$ cat src/wspe_pkg.sv
package wspe_pkg;

  localparam int CAP_BITS      = 16;
  localparam int DEN_BITS      = CAP_BITS + 1;
  localparam int SPEED_BITS    = 16;
  localparam int SCALE_BITS    = 32;
  localparam int ACCEL_BITS    = 16;
  localparam int TICK_BITS     = 8;
  localparam int LIMIT_BITS    = ACCEL_BITS + TICK_BITS;
  localparam int REM_BITS      = DEN_BITS + 1;
  localparam int DIV_CNT_BITS  = $clog2(SCALE_BITS);
  localparam int CFG_ADDR_BITS = 2;
  localparam int CFG_DATA_BITS = 32;

  localparam logic [CFG_ADDR_BITS-1:0] CFG_SPEED_SCALE   = 2'd0;
  localparam logic [CFG_ADDR_BITS-1:0] CFG_ACCEL_LIMIT   = 2'd1;
  localparam logic [CFG_ADDR_BITS-1:0] CFG_TIMEOUT_TICKS = 2'd2;
  localparam logic [CFG_ADDR_BITS-1:0] CFG_MAX_SPEED     = 2'd3;

  localparam logic [SCALE_BITS-1:0] SPEED_SCALE_RESET   = 32'd3063100;
  localparam logic [ACCEL_BITS-1:0] ACCEL_LIMIT_RESET   = 16'd2722;
  localparam logic [TICK_BITS-1:0]  TIMEOUT_TICKS_RESET = 8'd100;
  localparam logic [SPEED_BITS-1:0] MAX_SPEED_RESET     = 16'd20000;

  localparam logic OP_CAPTURE = 1'b0;
  localparam logic OP_TICK    = 1'b1;

  typedef struct packed {
    logic                op;
    logic                wheel;
    logic [CAP_BITS-1:0] capture_value;
  } in_item_t;

  typedef struct packed {
    logic [SPEED_BITS-1:0] right_speed;
    logic [SPEED_BITS-1:0] left_speed;
    logic                  sensor_fault;
  } out_item_t;

  typedef enum logic [2:0] {
    ST_IDLE,
    ST_DISPATCH,
    ST_DIVIDE,
    ST_UPDATE,
    ST_EMIT
  } state_t;

  typedef struct packed {
    logic latch;
    logic tick;
    logic prime;
    logic div_start;
    logic div_step;
    logic update;
    logic emit;
  } cmd_t;

  typedef struct packed {
    logic op;
    logic primed;
    logic div_last;
  } status_t;

endpackage

$ cat src/wspe_ctrl.sv
module wspe_ctrl (
  input  logic              clk,
  input  logic              rst,
  input  logic              in_valid,
  output logic              in_ready,
  output logic              out_valid,
  input  logic              out_ready,
  input  wspe_pkg::status_t st,
  output wspe_pkg::cmd_t    cmd
);

  wspe_pkg::state_t state;
  wspe_pkg::state_t state_next;
  logic             out_valid_next;

  always_ff @(posedge clk) begin
    if (rst) begin
      state     <= wspe_pkg::ST_IDLE;
      out_valid <= 1'b0;
    end else begin
      state     <= state_next;
      out_valid <= out_valid_next;
    end
  end

  always_comb begin
    state_next = state;
    cmd        = '0;
    in_ready   = 1'b0;
    unique case (state)
      wspe_pkg::ST_IDLE: begin
        in_ready = 1'b1;
        if (in_valid) begin
          cmd.latch  = 1'b1;
          state_next = wspe_pkg::ST_DISPATCH;
        end
      end
      wspe_pkg::ST_DISPATCH: begin
        priority if (st.op == wspe_pkg::OP_TICK) begin
          cmd.tick   = 1'b1;
          state_next = wspe_pkg::ST_EMIT;
        end else if (!st.primed) begin
          cmd.prime  = 1'b1;
          state_next = wspe_pkg::ST_EMIT;
        end else begin
          cmd.div_start = 1'b1;
          state_next    = wspe_pkg::ST_DIVIDE;
        end
      end
      wspe_pkg::ST_DIVIDE: begin
        cmd.div_step = 1'b1;
        if (st.div_last) begin
          state_next = wspe_pkg::ST_UPDATE;
        end
      end
      wspe_pkg::ST_UPDATE: begin
        cmd.update = 1'b1;
        state_next = wspe_pkg::ST_EMIT;
      end
      wspe_pkg::ST_EMIT: begin
        if (!out_valid || out_ready) begin
          cmd.emit   = 1'b1;
          state_next = wspe_pkg::ST_IDLE;
        end
      end
      default: state_next = wspe_pkg::ST_IDLE;
    endcase
  end

  always_comb begin
    priority if (cmd.emit) begin
      out_valid_next = 1'b1;
    end else if (out_ready) begin
      out_valid_next = 1'b0;
    end else begin
      out_valid_next = out_valid;
    end
  end

endmodule

$ cat src/wspe_dp.sv
module wspe_dp (
  input  logic                                  clk,
  input  logic                                  rst,
  input  wspe_pkg::in_item_t                    in_data,
  input  wspe_pkg::cmd_t                        cmd,
  output wspe_pkg::status_t                     st,
  input  logic                                  cfg_we,
  input  logic [wspe_pkg::CFG_ADDR_BITS-1:0]    cfg_addr,
  input  logic [wspe_pkg::CFG_DATA_BITS-1:0]    cfg_data,
  output wspe_pkg::out_item_t                   out_data
);

  logic [wspe_pkg::SCALE_BITS-1:0]   speed_scale;
  logic [wspe_pkg::ACCEL_BITS-1:0]   accel_limit;
  logic [wspe_pkg::TICK_BITS-1:0]    timeout_ticks;
  logic [wspe_pkg::SPEED_BITS-1:0]   max_speed;

  logic [wspe_pkg::CAP_BITS-1:0]     last_capture [2];
  logic [wspe_pkg::SPEED_BITS-1:0]   cur_speed [2];
  logic                              primed;
  logic [wspe_pkg::TICK_BITS-1:0]    ticks;

  wspe_pkg::in_item_t                item;
  logic [wspe_pkg::LIMIT_BITS-1:0]   limit;
  logic [wspe_pkg::SCALE_BITS-1:0]   div_q;
  logic [wspe_pkg::REM_BITS-1:0]     div_rem;
  logic [wspe_pkg::DEN_BITS-1:0]     div_den;
  logic [wspe_pkg::DIV_CNT_BITS-1:0] div_cnt;

  logic [wspe_pkg::CAP_BITS-1:0]     delta_raw;
  logic [wspe_pkg::DEN_BITS-1:0]     delta;
  logic [wspe_pkg::REM_BITS-1:0]     rem_shift;
  logic                              rem_ge;
  logic [wspe_pkg::TICK_BITS-1:0]    ticks_inc;
  logic [wspe_pkg::SPEED_BITS-1:0]   q_sat;
  logic [wspe_pkg::SPEED_BITS-1:0]   old_speed;
  logic [wspe_pkg::SPEED_BITS-1:0]   rise;
  logic                              accept;

  assign delta_raw = item.capture_value - last_capture[item.wheel];
  assign delta     = (delta_raw == '0) ? {1'b1, {wspe_pkg::CAP_BITS{1'b0}}}
                                       : {1'b0, delta_raw};
  assign rem_shift = {div_rem[wspe_pkg::REM_BITS-2:0], div_q[wspe_pkg::SCALE_BITS-1]};
  assign rem_ge    = rem_shift >= {1'b0, div_den};
  assign ticks_inc = (ticks == '1) ? ticks : ticks + 1'b1;
  assign q_sat     = (|div_q[wspe_pkg::SCALE_BITS-1:wspe_pkg::SPEED_BITS])
                     ? '1 : div_q[wspe_pkg::SPEED_BITS-1:0];
  assign old_speed = cur_speed[item.wheel];
  assign rise      = q_sat - old_speed;
  assign accept    = (q_sat < old_speed)
                     || ({{(wspe_pkg::LIMIT_BITS-wspe_pkg::SPEED_BITS){1'b0}}, rise} < limit);

  assign st.op       = item.op;
  assign st.primed   = primed;
  assign st.div_last = (div_cnt == wspe_pkg::DIV_CNT_BITS'(wspe_pkg::SCALE_BITS - 1));

  always_ff @(posedge clk) begin
    if (rst) begin
      speed_scale   <= wspe_pkg::SPEED_SCALE_RESET;
      accel_limit   <= wspe_pkg::ACCEL_LIMIT_RESET;
      timeout_ticks <= wspe_pkg::TIMEOUT_TICKS_RESET;
      max_speed     <= wspe_pkg::MAX_SPEED_RESET;
    end else if (cfg_we) begin
      unique case (cfg_addr)
        wspe_pkg::CFG_SPEED_SCALE:   speed_scale   <= cfg_data;
        wspe_pkg::CFG_ACCEL_LIMIT:   accel_limit   <= cfg_data[wspe_pkg::ACCEL_BITS-1:0];
        wspe_pkg::CFG_TIMEOUT_TICKS: timeout_ticks <= cfg_data[wspe_pkg::TICK_BITS-1:0];
        wspe_pkg::CFG_MAX_SPEED:     max_speed     <= cfg_data[wspe_pkg::SPEED_BITS-1:0];
        default: ;
      endcase
    end
  end

  always_ff @(posedge clk) begin
    if (rst) begin
      last_capture[0] <= '0;
      last_capture[1] <= '0;
      cur_speed[0]    <= '0;
      cur_speed[1]    <= '0;
      primed          <= 1'b0;
      ticks           <= '0;
    end else begin
      if (cmd.tick) begin
        ticks <= ticks_inc;
        if (ticks_inc >= timeout_ticks) begin
          cur_speed[0] <= '0;
          cur_speed[1] <= '0;
          primed       <= 1'b0;
        end
      end
      if (cmd.prime) begin
        ticks  <= '0;
        primed <= 1'b1;
      end
      if (cmd.div_start) begin
        ticks <= '0;
      end
      if (cmd.update) begin
        last_capture[item.wheel] <= item.capture_value;
        if (accept) begin
          cur_speed[item.wheel] <= q_sat;
        end
      end
    end
  end

  always_ff @(posedge clk) begin
    if (cmd.latch) begin
      item <= in_data;
    end
    if (cmd.div_start) begin
      limit   <= wspe_pkg::LIMIT_BITS'(accel_limit) * wspe_pkg::LIMIT_BITS'(ticks);
      div_q   <= speed_scale;
      div_rem <= '0;
      div_den <= delta;
      div_cnt <= '0;
    end
    if (cmd.div_step) begin
      div_rem <= rem_ge ? rem_shift - {1'b0, div_den} : rem_shift;
      div_q   <= {div_q[wspe_pkg::SCALE_BITS-2:0], rem_ge};
      div_cnt <= div_cnt + 1'b1;
    end
    if (cmd.emit) begin
      out_data.right_speed  <= cur_speed[0];
      out_data.left_speed   <= cur_speed[1];
      out_data.sensor_fault <= (cur_speed[0] > max_speed) || (cur_speed[1] > max_speed);
    end
  end

endmodule

$ cat src/wheel_speed_period_estimator_unit.sv
// Two-wheel speed estimator by input-capture period measurement. Each input beat is a
// capture (wheel select and 16-bit timer value) or a control-loop tick, and each gives
// one output beat with both speeds in 0.01 km/h and a fault flag. A tick or the first
// capture after reset or timeout goes through the dispatch and emit states, emit
// loading the output register; a primed capture goes through dispatch, divide,
// update and emit, divide running the 32-step shift-subtract divider that forms
// speed_scale / delta one quotient bit per cycle. One item is in work at a time;
// the output register lets the next item be accepted while a result still waits.
// Configuration is written through cfg_we / cfg_addr / cfg_data while idle.
module wheel_speed_period_estimator_unit (
  input  logic                               clk,
  input  logic                               rst,
  input  logic                               in_valid,
  output logic                               in_ready,
  input  wspe_pkg::in_item_t                 in_data,
  output logic                               out_valid,
  input  logic                               out_ready,
  output wspe_pkg::out_item_t                out_data,
  input  logic                               cfg_we,
  input  logic [wspe_pkg::CFG_ADDR_BITS-1:0] cfg_addr,
  input  logic [wspe_pkg::CFG_DATA_BITS-1:0] cfg_data
);

  wspe_pkg::cmd_t    cmd;
  wspe_pkg::status_t st;

  wspe_ctrl u_ctrl (
    .clk       (clk),
    .rst       (rst),
    .in_valid  (in_valid),
    .in_ready  (in_ready),
    .out_valid (out_valid),
    .out_ready (out_ready),
    .st        (st),
    .cmd       (cmd)
  );

  wspe_dp u_dp (
    .clk      (clk),
    .rst      (rst),
    .in_data  (in_data),
    .cmd      (cmd),
    .st       (st),
    .cfg_we   (cfg_we),
    .cfg_addr (cfg_addr),
    .cfg_data (cfg_data),
    .out_data (out_data)
  );

  a_one_item: assert property (@(posedge clk) disable iff (rst)
    in_valid && in_ready |=> !in_ready)
    else $error("input accepted while an item is in work");

  a_emit_free: assert property (@(posedge clk) disable iff (rst)
    cmd.emit |-> !out_valid || out_ready)
    else $error("result loaded over a pending output beat");

  a_cmd_onehot: assert property (@(posedge clk) disable iff (rst)
    $onehot0({cmd.latch, cmd.tick, cmd.prime, cmd.div_start, cmd.div_step,
              cmd.update, cmd.emit}))
    else $error("more than one datapath command at once");

  a_div_end: assert property (@(posedge clk) disable iff (rst)
    cmd.div_step && st.div_last |=> cmd.update)
    else $error("divider finished without speed update");

endmodule

$ cat config.mk
export PLATFORM = sky130hd
export DESIGN_NAME = wheel_speed_period_estimator_unit
export DESIGN_NICKNAME = d
export VERILOG_FILES = /design/src/wspe_pkg.sv /design/src/wspe_ctrl.sv /design/src/wspe_dp.sv /design/src/wheel_speed_period_estimator_unit.sv
export SDC_FILE = /design/constraint.sdc
export NUM_CORES = 1
export LEC_CHECK = 0
export BUFFER_PORTS_ARGS = -buffer_cell sky130_fd_sc_hd__buf_2
export CORE_ASPECT_RATIO = 1.25
export CORE_MARGIN = 2
export CORE_UTILIZATION = 40
export CTS_BUF_LIST = sky130_fd_sc_hd__clkbuf_4
export DETAILED_ROUTE_END_ITERATION = 6
export SLEW_MARGIN = 15
export SYNTH_ARGS = -nofsm -noshare
export SYNTH_HDL_FRONTEND = slang
export SYNTH_HIERARCHICAL = 1
export SYNTH_SLANG_ARGS = --single-unit
$ cat constraint.sdc
create_clock -name clk -period 6.1 [get_ports clk]
set_clock_uncertainty 0.15 [all_clocks]
set_input_delay 0.305 -clock clk [delete_from_list [all_inputs] [get_ports clk]]
set_output_delay 0.305 -clock clk [all_outputs]
set_load 0.05 [all_outputs]
==> results of run 1 <==
what timing repair did:
| action | in CTS | in global routing |
|---|---|---|
| endpoints found under the setup margin | 0 | 64 |
| buffers inserted | 0 | 0 |
| gates resized for setup | 0 | 3 |
| hold buffers | 90 | 0 |
| hold endpoints to repair | 94 | 0 |
power by group through the flow:
stage                     clock (uW)  combinational [uW]  sequential, uW
after floorplan                    0                 361            2290
after global placement             0                 506            2300
after detailed placement           0                 520            2300
after CTS                       1850                 560            2260
after global routing            1950                 621            2270
final                           1780                 561            2260
logic make-up (layout without fill, tap and decap cells):
| family | count (synthesis) | in the layout | share of synthesized area, % |
|---|---|---|---|
| xor gates and xnor gates | 56 | 56 | 2.58 |
| muxes | 77 | 77 | 4.27 |
| other | 0 | 2 | 0 |
| and+or+nand+nor | 643 | 643 | 16.2 |
| adders and majority gates | 235 | 235 | 18.9 |
| AOI/OAI and AO/OA | 298 | 298 | 10.4 |
| DFF | 296 | 296 | 42.2 |
| buffers and inverters | 269 | 532 | 5.46 |
layer usage:
layer	global-route usage, %	wire length (um)	part of all wire, %
met4	7.86	1380	2.8
met3	2.96	1840	3.8
met1	23.6	19800	41
met2	37.5	25500	53
met5	0	0	0
Yosys cell counts (8+ instances only):
master and count:
a211oi_1 10, a21o_1 26, a21oi_1 103, and2_1 92, and3_1 11, buf_1 10, clkbuf_1 61, dfxtp_1 86
edfxtp_1 210, fa_1 87, ha_1 147, inv_1 186, mux2_2 34, mux2i_1 43, nand2_1 254, nand2b_1 8
nand3_1 40, nand4_1 15, nor2_1 99, nor2b_1 16, nor3_1 49, nor4_1 16, o211ai_1 17, o21a_1 27
o21ai_0 41, o21bai_1 8, o31a_1 9, or3_1 10, xnor2_1 34, xor2_1 22
worst reg2reg max path, delay by kind of cell (launching register included):
| family | cells | cell delay (ns) |
|---|---|---|
| xor gates and xnor gates | 1 | 0.16 |
| buffers and inverters | 3 | 0.62 |
| adders and majority gates | 2 | 0.62 |
| AOI/OAI and AO/OA | 11 | 2.00 |
| DFF | 1 | 0.42 |
| and+or+nand+nor | 6 | 1.47 |
stage by stage:
stage	instances	worst slack [ns]	hold slack (ns)	area (sq um)	utilization, %
after floorplan	1874	0.241	0.217	19000	-
after global placement	2548	0.302	0.287	20200	42.9
after detailed placement	2548	0.181	0.288	20200	42.9
after CTS	2774	0.134	0.0400	22100	46.9
after global routing	2776	0.0318	0.0770	22100	47.0
final	2776	0.352	0.117	22100	47.0
area by class of cell:
| cell class | instances | area [sq um] |
|---|---|---|
| sequential | 296 | 8030 |
| multi-input combinational | 1309 | 10000 |
| tap | 637 | 797 |
| timing repair buffer | 208 | 1560 |
| clock buffer | 110 | 826 |
| fill | 4361 | 25000 |
| inverter | 188 | 706 |
| antenna | 2 | 5.00 |
| clock inverter | 26 | 190 |
state kept, by name, indices dropped and copies added, names as in the netlist, 17 cells and up, named ones only:
register / cells
u_dp/cur_speed: 32
u_dp/div_den: 17
u_dp/div_q: 32
u_dp/div_rem: 17
u_dp/item: 17
u_dp/last_capture: 32
u_dp/limit: 24
u_dp/out_data: 33
u_dp/speed_scale: 32
worst max-delay path by stage:
stage | from | end | slack [ns]
final | u_dp/div_q[31]$_DFFE_PP_ | u_dp/cur_speed[1][11]$_SDFFCE_PN0P_ | 0.35
after global routing | u_dp/div_q[31]$_DFFE_PP_ | u_dp/cur_speed[1][3]$_SDFFCE_PN0P_ | 0.03
after CTS | u_dp/div_q[31]$_DFFE_PP_ | u_dp/cur_speed[1][11]$_SDFFCE_PN0P_ | 0.13
after detailed placement | u_dp/div_q[31]$_DFFE_PP_ | u_dp/cur_speed[1][12]$_SDFFCE_PN0P_ | 0.18
after global placement | u_dp/div_q[31]$_DFFE_PP_ | u_dp/cur_speed[1][0]$_SDFFCE_PN0P_ | 0.30
after floorplan | u_dp/div_q[31]$_DFFE_PP_ | u_dp/cur_speed[0][0]$_SDFFCE_PN0P_ | 0.24
==> results_dict.tcl, run 1 <==
set metrics [dict create \
    status "finished clean" \
    path_buf_inv 3 \
    synth_edf_count 210 \
    r2r-end "u_dp/cur_speed[1][11]$_SDFFCE_PN0P_" \
    critPathTopFamily "compound AO/OA/AOI/OAI gates" \
    place.port_buffers 91 \
    syn_area_per_cell_sq_um 10.2 \
    clock-sinks 296 \
    synthTopCellsByArea "edfxtp_1, ha_1, fa_1" \
    p_sw_share_pct 26.1 \
    worstHoldPathType "input pin to flip-flop" \
    grt_usage_pct 20.3 \
    total_power_uw 4610 \
    max-slew-margin-rel_pct 41.1 \
    min_from "in_data[5]" \
    start_util_pct 40.4 \
    grt_max_degree 55 \
    min_to "u_dp/item[5]$_DFFE_PP_" \
    maxCapViolations 0 \
    cts_tree "done" \
    clockBufferDepth 3 \
    path_cells "nor4_1 > nand4_1 > buf_4 > nor2_1 > inv_1 > ha_1 > and3b_1 > or3_1 > o21ai_0 > o211ai_1 > o21ai_1 > nand2b_1 > a21oi_1 > xnor2_1 > ha_1 > a21o_1 > a21o_1 > a21oi_1 > o211ai_1 > o2111ai_2 > a311oi_4 > o221ai_1 > buf_4" \
    drt-total-wl_mm 48.6 \
    required_ns 6.37 \
    arrival_ns 6.02 \
    dpl.hpwl_mm 35.8 \
    reg2reg_from "u_dp/div_q[31]$_DFFE_PP_" \
    grt_pass1_wl_mm 77.8 \
    max_stage_delay_ns 0.42 \
    num_vias 14400 \
    leakage_uw 0.00958 \
    root_buffer "clkbuf_4" \
    worst-r2r-cell-count 23 \
    die_height_um 248 \
    seq_power_share_pct 49.1 \
    async_flop_share_pct 0 \
    drv_slew 0 \
    synth.top_cell.area_share_pct 33.1 \
    power_density_mw_per_mm2 208 \
    yosys_warnings 6 \
    htree_levels 3 \
    power.share.clock_pct 38.7 \
    power_frac_comb_pct 12.2 \
    die_w_um 199 \
    rsz0062_at_grt "no" \
    finalCritPeriodShare_pct 94.2 \
    route.detailed.drc 0 \
    synth_area_leader_cell "edfxtp_1" \
    hold_viol_final 0 \
    peakVddDrop_uv 93.7 \
    via_per_inst 5.18 \
    net-switching-power_uw 1200 \
    gp_congestion 0.863 \
    numCtsBuffers 77 \
    tns_ns 0 \
    drtIter0Drc 863 \
    dieArea_sq_mm 0.0493 \
    syn-num-nets 2165 \
    crit_fanout 21 \
    worstSetupStartpointType "flip-flop" \
    layout_common_cells "nand2_1, edfxtp_1, inv_1" \
    crit_path_end_kind "flip-flop" \
    setup_viol 0 \
    final_common_cell "nand2_1" \
    clkTransAtPathRegs_ns 0.07 \
    path_depth 23 \
    clock_latency_ns 0.76 \
    hold_depth 2 \
    grt_pass1_vias 14900 \
    wl_per_cell_um 17.5 \
    antenna_found_initial 2 \
    worst_pin_slew_ns 0.879 \
    drive_above_1_share_pct 14.4 \
    drtAntennaViolNets 0 \
    core_sq_mm 0.0471 \
    crit_path_top_delay_cell "edfxtp_1" \
    synth_cells 1874 \
    p_int_uw 3400 \
    nets 2371 \
    synthDistinctLibCells 76 \
    period_minus_slack_ns 5.75 \
    synth_area_sq_mm 0.0190 \
    area_growth_pct 16.3 \
    max_freq_mhz 174 \
    regToRegSetupSlack_ns 0.35 \
    grt_overflow_total 0 \
    io_pins 92 \
    synth-main-ff-cell "edfxtp_1" \
    criticalPathCategory "flip-flop to flip-flop" \
    num_rows 89 \
    synth.yosys.seq_area_share_pct 42.2 \
    first_pass_iters 5 \
    ys_ff_latch 296 \
]
Note: power is estimated with default switching activity, not from simulation.
==> inputs of run 2 (changes only) <==
--- a/config.mk
+++ b/config.mk
@@ -8,9 +8,10 @@
 export BUFFER_PORTS_ARGS = -buffer_cell sky130_fd_sc_hd__buf_2
 export CORE_ASPECT_RATIO = 1.25
 export CORE_MARGIN = 2
-export CORE_UTILIZATION = 40
+export CORE_UTILIZATION = 45
 export CTS_BUF_LIST = sky130_fd_sc_hd__clkbuf_4
 export DETAILED_ROUTE_END_ITERATION = 6
+export HOLD_SLACK_MARGIN = 0.12
 export SLEW_MARGIN = 15
 export SYNTH_ARGS = -nofsm -noshare
 export SYNTH_HDL_FRONTEND = slang
==> run 2 against run 1 <==
  * Maximum frequency up 3.9%
  * Count of clock-buffer cells in the layout up 10
  * Non-clock buffer count up 30
  * Sequential share of layout area down 0.49 points
  * Clock power up 5%
  * Critical path depth unchanged
  * Final cell count down 1.5%
  * First-iteration DRC count down 14%
  * Final area up 1.4%
  * Setup slack better by 0.22 ns
  * Total power up 2.4%
  * Critical endpoint is now u_dp/cur_speed[1][3]$_SDFFCE_PN0P_
  * Largest cell class unchanged
==> results_dict.tcl, run 2 (same netlist as run 1, synthesis figures left out) <==
set metrics [dict create \
    maxCapViolations 0 \
    period_minus_slack_ns 5.53 \
    worstHoldPathType "input pin to flip-flop" \
    postCtsSetupRepairBufs 0 \
    numCtsBuffers 79 \
    nets 2403 \
    hold_depth 2 \
    crit_fanout 21 \
    arrival_ns 5.81 \
    cts_tree "done" \
    via_per_inst 5.32 \
    num_rows 84 \
    rsz0062_at_grt "no" \
    htree_levels 3 \
    grt_overflow_total 0 \
    route.detailed.drc 0 \
    layout_common_cells "nand2_1, edfxtp_1, inv_1" \
    worst-r2r-cell-count 23 \
    first_pass_iters 5 \
    root_buffer "clkbuf_4" \
    core_sq_mm 0.0419 \
    max-slew-margin-rel_pct 25.3 \
    die_height_um 234 \
    placedCellCount 2470 \
    final_cell_area_sq_mm 0.0224 \
    clockBufferDepth 3 \
    peakVddDrop_uv 121 \
    io_pins 92 \
    r2r-end "u_dp/cur_speed[1][3]$_SDFFCE_PN0P_" \
    clock_latency_ns 0.78 \
    power_density_mw_per_mm2 210 \
    drtIter0Drc 742 \
    gp_congestion 0.871 \
    criticalPathCategory "flip-flop to flip-flop" \
    grt_max_degree 44 \
    top_register "u_dp/out_data" \
    finalCritPeriodShare_pct 90.7 \
    grt_pass1_vias 15300 \
    hold_viol_final 0 \
    worst_pin_slew_ns 1.12 \
    status "finished clean" \
    required_ns 6.38 \
    clock-sinks 296 \
    final_common_cell "nand2_1" \
    clkTransAtPathRegs_ns 0.06 \
    final_cells 2735 \
    setup_viol 0 \
    max_freq_mhz 181 \
    min_from "in_data[11]" \
    antenna_found_initial 2 \
    drtAntennaViolNets 0 \
    num_vias 14500 \
    worstSetupStartpointType "flip-flop" \
    grt_usage_pct 23.3 \
    tns_ns 0 \
    reg2reg_from "u_dp/div_q[21]$_DFFE_PP_" \
    wl_per_cell_um 18.2 \
    dpl.hpwl_mm 35.9 \
    area_growth_pct 17.9 \
    dpl_cell_area_sq_mm 0.0201 \
    leakage_uw 0.00976 \
    drv_slew 0 \
    grt_pass1_wl_mm 79.5 \
    drive_above_1_share_pct 14.7 \
    startpoint "u_dp/div_q[21]$_DFFE_PP_" \
    die_w_um 188 \
    largest_register_ffs 33 \
    regToRegSetupSlack_ns 0.57 \
    crit_path_end_kind "flip-flop" \
    dieArea_sq_mm 0.0440 \
    min_to "u_dp/item[11]$_DFFE_PP_" \
    drt-total-wl_mm 49.8 \
    start_util_pct 45.4 \
    fin_util_pct 53.5 \
    place.port_buffers 91 \
]
[run 2: changes by cell type in the layout (fill, tap and decap cells not counted), sizes merged]
cell / before / now
dlygate4sd3: 90 / 120
clkbuf: 110 / 120
clkinv: 23 / 20
[run 2: layer usage]
metal	track usage (%)	up-vias	wire (um)
li1	-	7007	-
met1	25.1	7038	19000
met2	43.5	364	26300
met3	3.47	138	1900
met4	13.2	0	2540
met5	0	-	0
[run 2: cell type report]
| type | count | area (sq um) |
|---|---|---|
| tap | 559 | 699 |
| clock inverter | 23 | 175 |
| sequential | 296 | 8030 |
| multi-input combinational | 1309 | 10000 |
| timing repair buffer | 238 | 1870 |
| clock buffer | 120 | 901 |
| inverter | 188 | 706 |
| fill | 3710 | 19500 |
| antenna | 2 | 5.00 |
[run 2: where the power goes]
part,leakage [uW],internal [uW],total [uW],switching [uW]
Sequential,0.00268,2210,2260,48.9
Clock,0.000643,1030,1870,843
Combinational,0.00644,244,587,343
Total,0.00976,3480,4720,1230
[run 2: what timing repair did]
item,in CTS,in global routing
resized for setup,0,10
hold endpoints to repair,112,0
setup endpoints to repair,0,64
hold buffers,120,0
[run 2: metrics by stage]
| step | worst slack [ns] | total power, uW | hold slack (ns) |
|---|---|---|---|
| final | 0.570 | 4720 | 0.173 |
| after global routing | 0.00181 | 4940 | 0.138 |
| after CTS | 0.235 | 4760 | 0.124 |
| after detailed placement | 0.295 | 2830 | 0.295 |
| after global placement | 0.424 | 2820 | 0.290 |
| after floorplan | 0.241 | 2660 | 0.217 |
[run 2: worst max-delay path by stage]
stage,end,slack [ns],cells past startpoint
CTS,u_dp/cur_speed[1][3]$_SDFFCE_PN0P_,0.24,23
detailed placement,u_dp/cur_speed[1][11]$_SDFFCE_PN0P_,0.29,23
global route,u_dp/cur_speed[1][2]$_SDFFCE_PN0P_,0.002,21
finish,u_dp/cur_speed[1][3]$_SDFFCE_PN0P_,0.57,23
floorplan,u_dp/cur_speed[0][0]$_SDFFCE_PN0P_,0.24,23
global placement,u_dp/cur_speed[1][10]$_SDFFCE_PN0P_,0.42,23
[run 2: worst max-delay path, stage by stage (launching register included)]
cell and delay, ns:
edfxtp_1 0.42, nor4_2 0.33, nand4_1 0.14, buf_4 0.23, nor2_1 0.19, inv_1 0.07
ha_1 0.34, and3b_1 0.21, or3_1 0.41, o21ai_0 0.19, o211ai_1 0.18, o21ai_2 0.22
nand2b_1 0.08, a21oi_1 0.17, xnor2_1 0.15, ha_1 0.26, a21o_1 0.15, a21o_1 0.18
a21oi_1 0.14, o211ai_1 0.12, o2111ai_2 0.26, a311oi_4 0.09, o221ai_1 0.24, buf_6 0.23
==> inputs of run 3 (changes only) <==
--- a/config.mk
+++ b/config.mk
@@ -9,7 +9,7 @@
 export CORE_ASPECT_RATIO = 1.25
 export CORE_MARGIN = 2
 export CORE_UTILIZATION = 45
-export CTS_BUF_LIST = sky130_fd_sc_hd__clkbuf_4
+export CTS_BUF_LIST = sky130_fd_sc_hd__clkbuf_8
 export DETAILED_ROUTE_END_ITERATION = 6
 export HOLD_SLACK_MARGIN = 0.12
 export SLEW_MARGIN = 15
==> run 3 against run 2 <==
  * Sequential share of layout area is 0.97 points higher
  * Sequential power hardly changed
  * Non-clock buffer count is 42 lower
  * Flip-flop and latch count stayed put
  * Count of clock-buffer cells in the layout is 67 lower
  * Largest cell class unchanged
==> results_dict.tcl, run 3 (same netlist as run 1, synthesis figures left out) <==
set metrics [dict create \
    dpl.hpwl_mm 35.9 \
    drive_above_1_share_pct 12.0 \
    required_ns 6.24 \
    drtAntennaViolNets 0 \
    numCtsBuffers 49 \
    hold_depth 2 \
    grt_usage_pct 22.5 \
    largest_register_ffs 33 \
    nets 2331 \
    root_buffer "clkbuf_8" \
    crit_fanout 21 \
    clock-sinks 296 \
    die_w_um 188 \
    status "finished clean" \
    drt-total-wl_mm 48.6 \
    maxCapViolations 0 \
    criticalPathCategory "flip-flop to flip-flop" \
    grt_pass1_wl_mm 77.5 \
    peakVddDrop_uv 137 \
    top_register "u_dp/out_data" \
    start_util_pct 45.4 \
    worstHoldPathType "input pin to flip-flop" \
    drtIter0Drc 751 \
    wl_per_cell_um 18.4 \
    num_rows 84 \
    postCtsSetupRepairBufs 0 \
    drv_slew 0 \
    area_growth_pct 14.7 \
    crit_path_top_delay_cell "edfxtp_1" \
    rsz0062_at_grt "no" \
    max_freq_mhz 181 \
    num_vias 14200 \
    leakage_uw 0.00945 \
    cts_tree "done" \
    crit_path_end_kind "flip-flop" \
    placedCellCount 2470 \
    io_pins 92 \
    arrival_ns 5.65 \
    power_density_mw_per_mm2 207 \
    finalCritPeriodShare_pct 90.3 \
    gp_congestion 0.871 \
    final_common_cell "nand2_1" \
    path_cells "nor4_1 > nand4_1 > buf_4 > nor2_1 > inv_1 > ha_1 > and3b_1 > or3_1 > o21ai_0 > o211ai_1 > o21ai_2 > nand2b_1 > a21oi_1 > xnor2_1 > ha_1 > a21o_1 > a21o_1 > a21oi_1 > o211ai_1 > o2111ai_2 > a311oi_4 > o221ai_1 > buf_6" \
    clock_latency_ns 0.59 \
    via_per_inst 5.37 \
    max-slew-margin-rel_pct 28.5 \
    route.detailed.drc 0 \
    worst_pin_slew_ns 1.07 \
    clkTransAtPathRegs_ns 0.06 \
    dieArea_sq_mm 0.0440 \
    final_cells 2636 \
    first_pass_iters 5 \
    core_sq_mm 0.0419 \
    grt_overflow_total 0 \
    tns_ns 0 \
    worstSetupStartpointType "flip-flop" \
    period_minus_slack_ns 5.51 \
    max_stage_delay_ns 0.42 \
    hold_viol_final 0 \
    setup_viol 0 \
    die_height_um 234 \
    grt_max_degree 44 \
    htree_levels 2 \
    grt_pass1_vias 14600 \
    antenna_found_initial 0 \
    layout_common_cells "nand2_1, edfxtp_1, inv_1" \
    place.port_buffers 91 \
    clockBufferDepth 3 \
    worst-r2r-cell-count 23 \
]
run 3: cell count changes in the layout (fill, tap and decap cells not counted), sizes merged:
cell,delta
diode,-1
dlygate4sd3,-42
bufinv,-1
clkinvlp,+3
clkbuf,-67
clkinv,-4
inv,+13
run 3: path summary, 6_finish.rpt:
path / start / slack, ns / end
hold / removal: in_data[3] / 0.27 / u_dp/item[3]$_DFFE_PP_
setup reg to reg: u_dp/div_q[31]$_DFFE_PP_ / 0.59 / u_dp/cur_speed[1][3]$_SDFFCE_PN0P_
hold reg to reg: u_dp/speed_scale[16]$_SDFFE_PP0P_ / 0.30 / u_dp/speed_scale[16]$_SDFFE_PP0P_
setup / recovery: u_dp/div_q[31]$_DFFE_PP_ / 0.59 / u_dp/cur_speed[1][3]$_SDFFCE_PN0P_
run 3: stage by stage:
step / instance area (sq um) / worst slack (ns) / total power [uW] / utilization, % / hold slack [ns]
after floorplan: 19000 / 0.241 / 2660 / - / 0.217
after global placement: 20100 / 0.424 / 2820 / 47.9 / 0.290
after detailed placement: 20100 / 0.295 / 2830 / 47.9 / 0.295
after CTS: 21800 / 0.259 / 4580 / 52.0 / 0.226
after global routing: 21800 / 0.0123 / 4730 / 52.0 / 0.242
final: 21800 / 0.590 / 4530 / 52.1 / 0.274
run 3: what timing repair did:
item,CTS,global route
endpoints found under the setup margin,0,64
resized for setup,0,6
hold buffers,78,0
hold endpoints to repair,94,0
run 3: power breakdown:
| group | total, uW | internal, uW | switching [uW] |
|---|---|---|---|
| Combinational | 565 | 229 | 336 |
| Clock | 1700 | 883 | 818 |
| Sequential | 2260 | 2210 | 48.8 |
| Total | 4530 | 3320 | 1200 |
run 3: critical path, delay by kind of cell (launching register included):
family                   cells  cell delay (ns)
flip-flops                   1             0.42
AND/OR/NAND/NOR              6             1.37
XOR/XNOR                     1             0.15
adder cells (fa/ha/maj)      2             0.60
AO/OA/AOI/OAI               11             1.95
buffers and inverters        3             0.54
run 3: area by class of cell:
| cell class | count | area (sq um) |
|---|---|---|
| fillers | 3768 | 20100 |
| multi-input cells | 1309 | 10000 |
| flip-flops and latches | 296 | 8030 |
| repair buffers | 196 | 1450 |
| clock buffers | 53 | 729 |
| inverters | 188 | 706 |
| well taps | 559 | 699 |
| clock inverters | 34 | 200 |
| diodes | 1 | 2.50 |
run 3: metal layers:
metal | part of all wire, % | vias to the layer above | track usage, % | wire length, um
met1 | 39 | 6868 | 24.9 | 19100
met3 | 3.0 | 127 | 2.56 | 1460
met5 | 0 | - | 0 | 0
li1 | - | 6826 | - | -
met2 | 52 | 329 | 42.7 | 25500
met4 | 5.2 | 0 | 11.6 | 2530
